--- config.mk ---
export PLATFORM = sky130hd
export DESIGN_NAME = bmg_sqrt
export DESIGN_NICKNAME = d
export VERILOG_FILES = /design/src/design/bmg_pkg.sv /design/src/design/bmg_sqrt.sv
export SDC_FILE = /design/constraint.sdc
export NUM_CORES = 2
export LEC_CHECK = 0
export BUFFER_PORTS_ARGS = -buffer_cell sky130_fd_sc_hd__buf_2
export CAP_MARGIN = 20
export CORE_MARGIN = 5
export CORE_UTILIZATION = 47
export CTS_BUF_LIST = sky130_fd_sc_hd__clkbuf_8
export CTS_CLUSTER_SIZE = 40
export DETAILED_ROUTE_END_ITERATION = 12
export PLACE_DENSITY_LB_ADDON = 0.05
export SLEW_MARGIN = 40
export SYNTH_ARGS = -nofsm -noshare
export SYNTH_HDL_FRONTEND = slang
export SYNTH_SLANG_ARGS = --single-unit
--- constraint.sdc ---
create_clock -name clk -period 6.7 [get_ports clk]
set_input_delay 0.67 -clock clk [delete_from_list [all_inputs] [get_ports clk]]
set_output_delay 0.67 -clock clk [all_outputs]
set_load 0.02 [all_outputs]
--- src/design/bmg_pkg.sv ---
// Shared constants and types for the Box-Muller Gaussian sample unit.
package bmg_pkg;

  localparam int FRAC_BITS    = 28;
  localparam int HORNER_STEPS = 6;
  localparam int RECIP_SHIFT  = 38;

  // Register stages per unit, input to output.
  localparam int LOG_LAT   = 31;
  localparam int SQRT_LAT  = 31;
  localparam int COS_LAT   = 15;
  localparam int ANGLE_DLY = LOG_LAT + SQRT_LAT - COS_LAT;
  localparam int SCALE_DLY = LOG_LAT + SQRT_LAT + 2;

  localparam logic [29:0] LN2_Q30     = 30'd744261118;
  localparam logic [30:0] HALF_PI_Q30 = 31'd1686629713;
  localparam logic [30:0] ONE_Q30     = 31'h4000_0000;

  typedef logic [7:0] div_t;

  localparam div_t COS_DIV [HORNER_STEPS] = '{8'd132, 8'd90, 8'd56, 8'd30, 8'd12, 8'd2};
  localparam div_t SIN_DIV [HORNER_STEPS] = '{8'd156, 8'd110, 8'd72, 8'd42, 8'd20, 8'd6};

  typedef struct packed {
    logic signed [31:0] mean;
    logic [30:0]        sigma;
  } scale_t;

endpackage

--- src/design/bmg_sqrt.sv ---
// Pipelined restoring square root of two_ln in Q.28, one root bit per stage.
module bmg_sqrt (
  input  logic        clk,
  input  logic        rst,
  input  logic        en,
  input  logic        in_valid,
  input  logic [33:0] two_ln,
  output logic        out_valid,
  output logic [30:0] radius
);
  import bmg_pkg::*;

  logic        sv   [SQRT_LAT];
  logic [32:0] sr   [SQRT_LAT];
  logic [30:0] sq   [SQRT_LAT];
  logic [61:0] srad [SQRT_LAT];

  for (genvar j = 0; j < SQRT_LAT; j++) begin : g_stage
    logic        vi;
    logic [32:0] ri;
    logic [30:0] qi;
    logic [61:0] radi;
    logic [34:0] rr;
    logic [34:0] trial;
    logic        take;

    if (j == 0) begin : g_first
      assign vi   = in_valid;
      assign ri   = '0;
      assign qi   = '0;
      assign radi = {two_ln, 28'd0};
    end else begin : g_next
      assign vi   = sv[j-1];
      assign ri   = sr[j-1];
      assign qi   = sq[j-1];
      assign radi = srad[j-1];
    end

    assign rr    = {ri, radi[61:60]};
    assign trial = {2'b00, qi, 2'b01};
    assign take  = (rr >= trial);

    always_ff @(posedge clk) begin
      if (rst) begin
        sv[j] <= 1'b0;
      end else if (en) begin
        sv[j] <= vi;
      end
    end

    always_ff @(posedge clk) begin
      if (en) begin
        sr[j]   <= take ? 33'(rr - trial) : rr[32:0];
        sq[j]   <= {qi[29:0], take};
        srad[j] <= radi << 2;
      end
    end
  end

  assign out_valid = sv[SQRT_LAT-1];
  assign radius    = sq[SQRT_LAT-1];

  `ifndef SYNTHESIS
  // remainder never exceeds twice the partial root
  a_rem_bound: assert property (@(posedge clk) disable iff (rst)
    sv[SQRT_LAT-1] |-> ({1'b0, sr[SQRT_LAT-1]} <= {1'b0, sq[SQRT_LAT-1], 1'b0}))
    else $error("sqrt remainder out of range");
  `endif

endmodule

### Word-level counts from Yosys, hierarchy flattened

Memory sizes are Yosys's and may differ from the RTL's.
Cells that the tools add are included.

| storage, ports and cells | value |
|---|---|
| bits of input ports | 38 |
| bits in writable memories | 3875 |
| word-level logic and storage cells | 165 |
| memories kept | 4 |
| register bits | 0 |

| cells by class | value |
|---|---|
| add/subtract/negate cells | 31 |
| magnitude comparators | 31 |
| bitwise logic cells | 31 |
| multiplexer cells | 68 |

Memories:

| memory | words | width | read ports | clocked after memory_dff | wr ports | line | source |
|---|---|---|---|---|---|---|---|
| srad | 31 | 60 | 30 | 0 | 31 | bmg_sqrt.sv:16 | `logic [61:0] srad [SQRT_LAT];` |
| sr | 31 | 33 | 30 | 0 | 31 | bmg_sqrt.sv:14 | `logic [32:0] sr [SQRT_LAT];` |
| sq | 31 | 31 | 31 | 0 | 31 | bmg_sqrt.sv:15 | `logic [30:0] sq [SQRT_LAT];` |
| sv | 31 | 1 | 31 | 0 | 31 | bmg_sqrt.sv:13 | `logic sv [SQRT_LAT];` |

Operator list:

| operator | count |
|---|---|
| $ge A35 B33 Y1 | 30 |
| $mux W33 | 31 |
| $sub A33 B33 Y33 | 30 |
| $mux W1 | 37 |
| $or A1 B1 Y1 | 31 |
| $sub A2 B1 Y3 const B | 1 |
| $ge A2 B1 Y1 const B | 1 |

### Logic depth before layout (Yosys ltp)

| depth | value |
|---|---|
| depth in word-level cells | 4 |
| mapped depth | 14 |
| mapped depth without buffers | 13 |

### Worst setup path after synthesis

No wires, ideal clock.

| timing | value |
|---|---|
| kind | flip-flop to flip-flop |
| from | mem sr[3][16] |
| to | mem sr[4][30] (data pin) |
| data required time | 6.434 ns |
| library setup time | 0.266 ns |
| stages on the path, launching flop included | 13 |
| slack | 3.125 ns |
| arrival | 3.309 ns |
| cell sequence | edfxtp_1 or4_4 or4_1 clkbuf_1 or4_1 or3_1 or4_1 buf_2 nand3_4 or2_1 buf_4 nor3_1 xor2_1 |

RTL lines:

| item | line |
|---|---|
| start: declaration | bmg_sqrt.sv:14 |

==> flow_metrics.tcl <==
set metrics [dict create \
    status "completed" \
    crit_type "reg2reg" \
    wl_met3_um 7170 \
    finalCritPeriodShare_pct 67.9 \
    initial_core_util_pct 47.1 \
    tightest_slew_ns 0.842 \
    syn_nets 8150 \
    ctsResizeCount 0 \
    syn_area_per_cell_um2 11.8 \
    max_slew_margin_pct 43.9 \
    syn_inst 7598 \
    synth_edf_count 1728 \
    clk_path_buf_depth 4 \
    fin_skew_ns 0.0511 \
    reg2reg_depth 12 \
    slew_violations 0 \
    cts_buffers 320 \
    routabilityCongestion 0.908 \
    wl_met1_um 72600 \
    dr_total_vias 57896 \
    grt.total_usage_pct 19.7 \
    synth_area_leaders "edfxtp_1 58%, ha_1 7.0%, xor2_1 3.8%" \
    fp.dieH_um 446 \
    drt_iter0_drc 3319 \
    ys_seq_area_share_pct 58.1 \
    synth-seq-cells 1728 \
    cp_max_fo 27 \
    hold_class "in2reg" \
    holdCritStartpoint "rst" \
    die_w_um 446 \
    cell_internal_pwr_mw 21.8 \
    fillers 16406 \
    viasPerCell 5.43 \
    setup_viol 0 \
    drive_above_1_share_pct 8.19 \
    io_buffers 69 \
    vdd_drop_max_mv 0.177 \
    final_util_pct 52.2 \
    clk_pin_slew_ns 0.06 \
    cts_tree "done" \
    cap_violations 0 \
    core_um2 190000 \
    dp_hpwl_um 146000 \
    finalInstanceArea_um2 99000 \
    grt_pass1_vias 59531 \
    num_rows 160 \
    fin_setup_tns_ns 0 \
    placed_cell_area_um2 93000 \
    dpl.cell_count 10089 \
    h-tree-depth 5 \
    hold_depth 4 \
    power.share.combinational_pct 23.0 \
    wl_met2_um 109000 \
    setup_ws_ns 2.15 \
    wl_um 197000 \
    final_nets 8492 \
    wl_per_cell_um 18.5 \
    fmax_mhz 220 \
    net-switching-power_mw 9.49 \
    top_layer_used "met4" \
    cp-end-kind "register" \
    syn-cell-area_um2 89300 \
    critPathLaunch "sr[28][0]" \
    pwr-share-seq_pct 47.8 \
    min_period_ns 4.55 \
    ys_warn_count 0 \
    synth_cell_types 86 \
    critPathArrivalTime_ns 5.26 \
    grt_overflow 0 \
    cts_root_buf "clkbuf_8" \
    dr.pass1.iters 6 \
    switching_share_pct 30.3 \
    dieArea_um2 199000 \
    pre_cts_ws_ns 2.03 \
    ios 70 \
    finalHoldViolCount 0 \
    critical_path.startpoint_type "register" \
    area_growth_pct 10.9 \
    power.total_mw 31.3 \
    grt_max_degree 160 \
    final_cells 10664 \
    drc 0 \
    antenna_found_initial 4 \
    postRouteAntennaNets 0 \
    p_leak_nw 38.4 \
    finalHoldWorstSlack_ns 0.328 \
    grt_pass1_wl_um 312000 \
    synth_top_cell_area_share_pct 58.1 \
    worstReg2RegStart "sr[28][0]" \
    synth_ff_type "edfxtp_1" \
    power_frac_clock_pct 29.2 \
    cts.sinks 1728 \
    cp.required_ns 7.41 \
    synth_top_area_cell "edfxtp_1" \
    p_per_area_nw_per_um2 316 \
    rsz0062_at_grt "no" \
    insertion_delay_ns 1.02 \
    synthArstFlopShare_pct 0 \
]
-- what timing repair did --
action	4_1_cts	5_1_grt
hold buffers	37	0
endpoints found under the hold margin	84	0
setup buffers	0	0
-- state kept, by name, summed over array words and instances (netlist names) --
signal and count:
sq 496, sr 929, srad 272, sv 31
-- power by group through the flow --
stage               clock [mW]  sequential [mW]  combinational, mW
finish                    9.16             15.0               7.19
global route              10.0             15.1               8.05
CTS                       9.55             15.0               7.21
detailed placement           0             15.2               7.15
global placement             0             15.2               7.02
floorplan                    0             14.7               5.36
-- per-layer routing --
layer	track usage [%]	up-vias
li1	-	28600
met1	20.3	27705
met2	38.6	1119
met3	3.24	472
met4	9.01	0
met5	0	-
-- area by class of cell --
cell class / instances / area, µm² / share of cell area (%)
sequential: 1728 / 51900 / 52.4
multi-input combinational: 5096 / 34700 / 35.0
clock buffer: 329 / 4530 / 4.57
tap: 2511 / 3140 / 3.17
inverter: 632 / 2370 / 2.40
timing repair buffer: 162 / 1330 / 1.34
clock inverter: 205 / 1090 / 1.10
antenna: 1 / 2.50 / 0.00253
-- cell usage in the layout (no fill, tap or decap), types with 29 or more instances in the layout --
master         count
a21o_1           174
or2_2             42
nand2_1          552
a211oi_1          56
clkbuf_8         329
ha_1             501
nand3_1          113
o21ai_0          455
nor3_1           222
or3_1             92
a31oi_1           41
nand4_1           70
xor2_1           387
clkinv_1          68
mux2_2            76
o31ai_1           46
dlygate4sd3_1     37
nand2b_1         102
nor2_1           513
buf_2             68
a21oi_1          492
edfxtp_1        1728
nor4_1            96
buf_4             43
inv_1            729
o21bai_1          63
xnor2_1          366
nor2b_1           67
o211ai_1          35
o21a_1            85
and2_1            53
and3_1            29
or4_1             63
-- synth_stat cells, drive strengths merged (53+ instances only) --
master	count
edfxtp	1728
inv	630
nand2	553
nor2	513
ha	501
a21oi	494
o21ai	456
xor2	387
xnor2	366
nor3	229
a21o	174
clkbuf	127
nand3	114
nand2b	102
nor4	101
or3	92
o21a	85
mux2	76
nand4	70
nor2b	67
or4	64
o21bai	63
a211oi	59
and2	53
-- critical path: stages, from the launching register on --
cell and delay [ns]:
edfxtp_1 0.46, ha_1 0.34, a211oi_1 0.35, o211ai_1 0.23, a41oi_1 0.69, o221ai_1 0.33, o21ai_0 0.35, o21ai_0 0.29
nor3_2 0.52, inv_1 0.22, buf_4 0.30, nor2_1 0.12, a21oi_1 0.05
-- final timing paths --
path | end | slack, ns
worst max-delay path | sr[29][8] | 2.15
worst max register to register | sr[29][8] | 2.15
worst min-delay path | sv[29] | 0.33
worst min register to register | srad[0][400] | 0.39
-- cells by family (layout without fill, tap and decap cells) --
logic type / Yosys count / in the layout / share of synthesized area [%]
compound gates: 1630 / 1630 / 11.2
other cells: 1 / 2 / 0.00420
flops: 1728 / 1728 / 58.1
buf+inv: 774 / 1328 / 3.26
xor+xnor: 753 / 753 / 7.39
mux: 80 / 80 / 1.00
fa+ha+maj: 514 / 514 / 7.31
simple gates: 2118 / 2118 / 11.7
No activity file was read; power rests on OpenSTA's default activity.
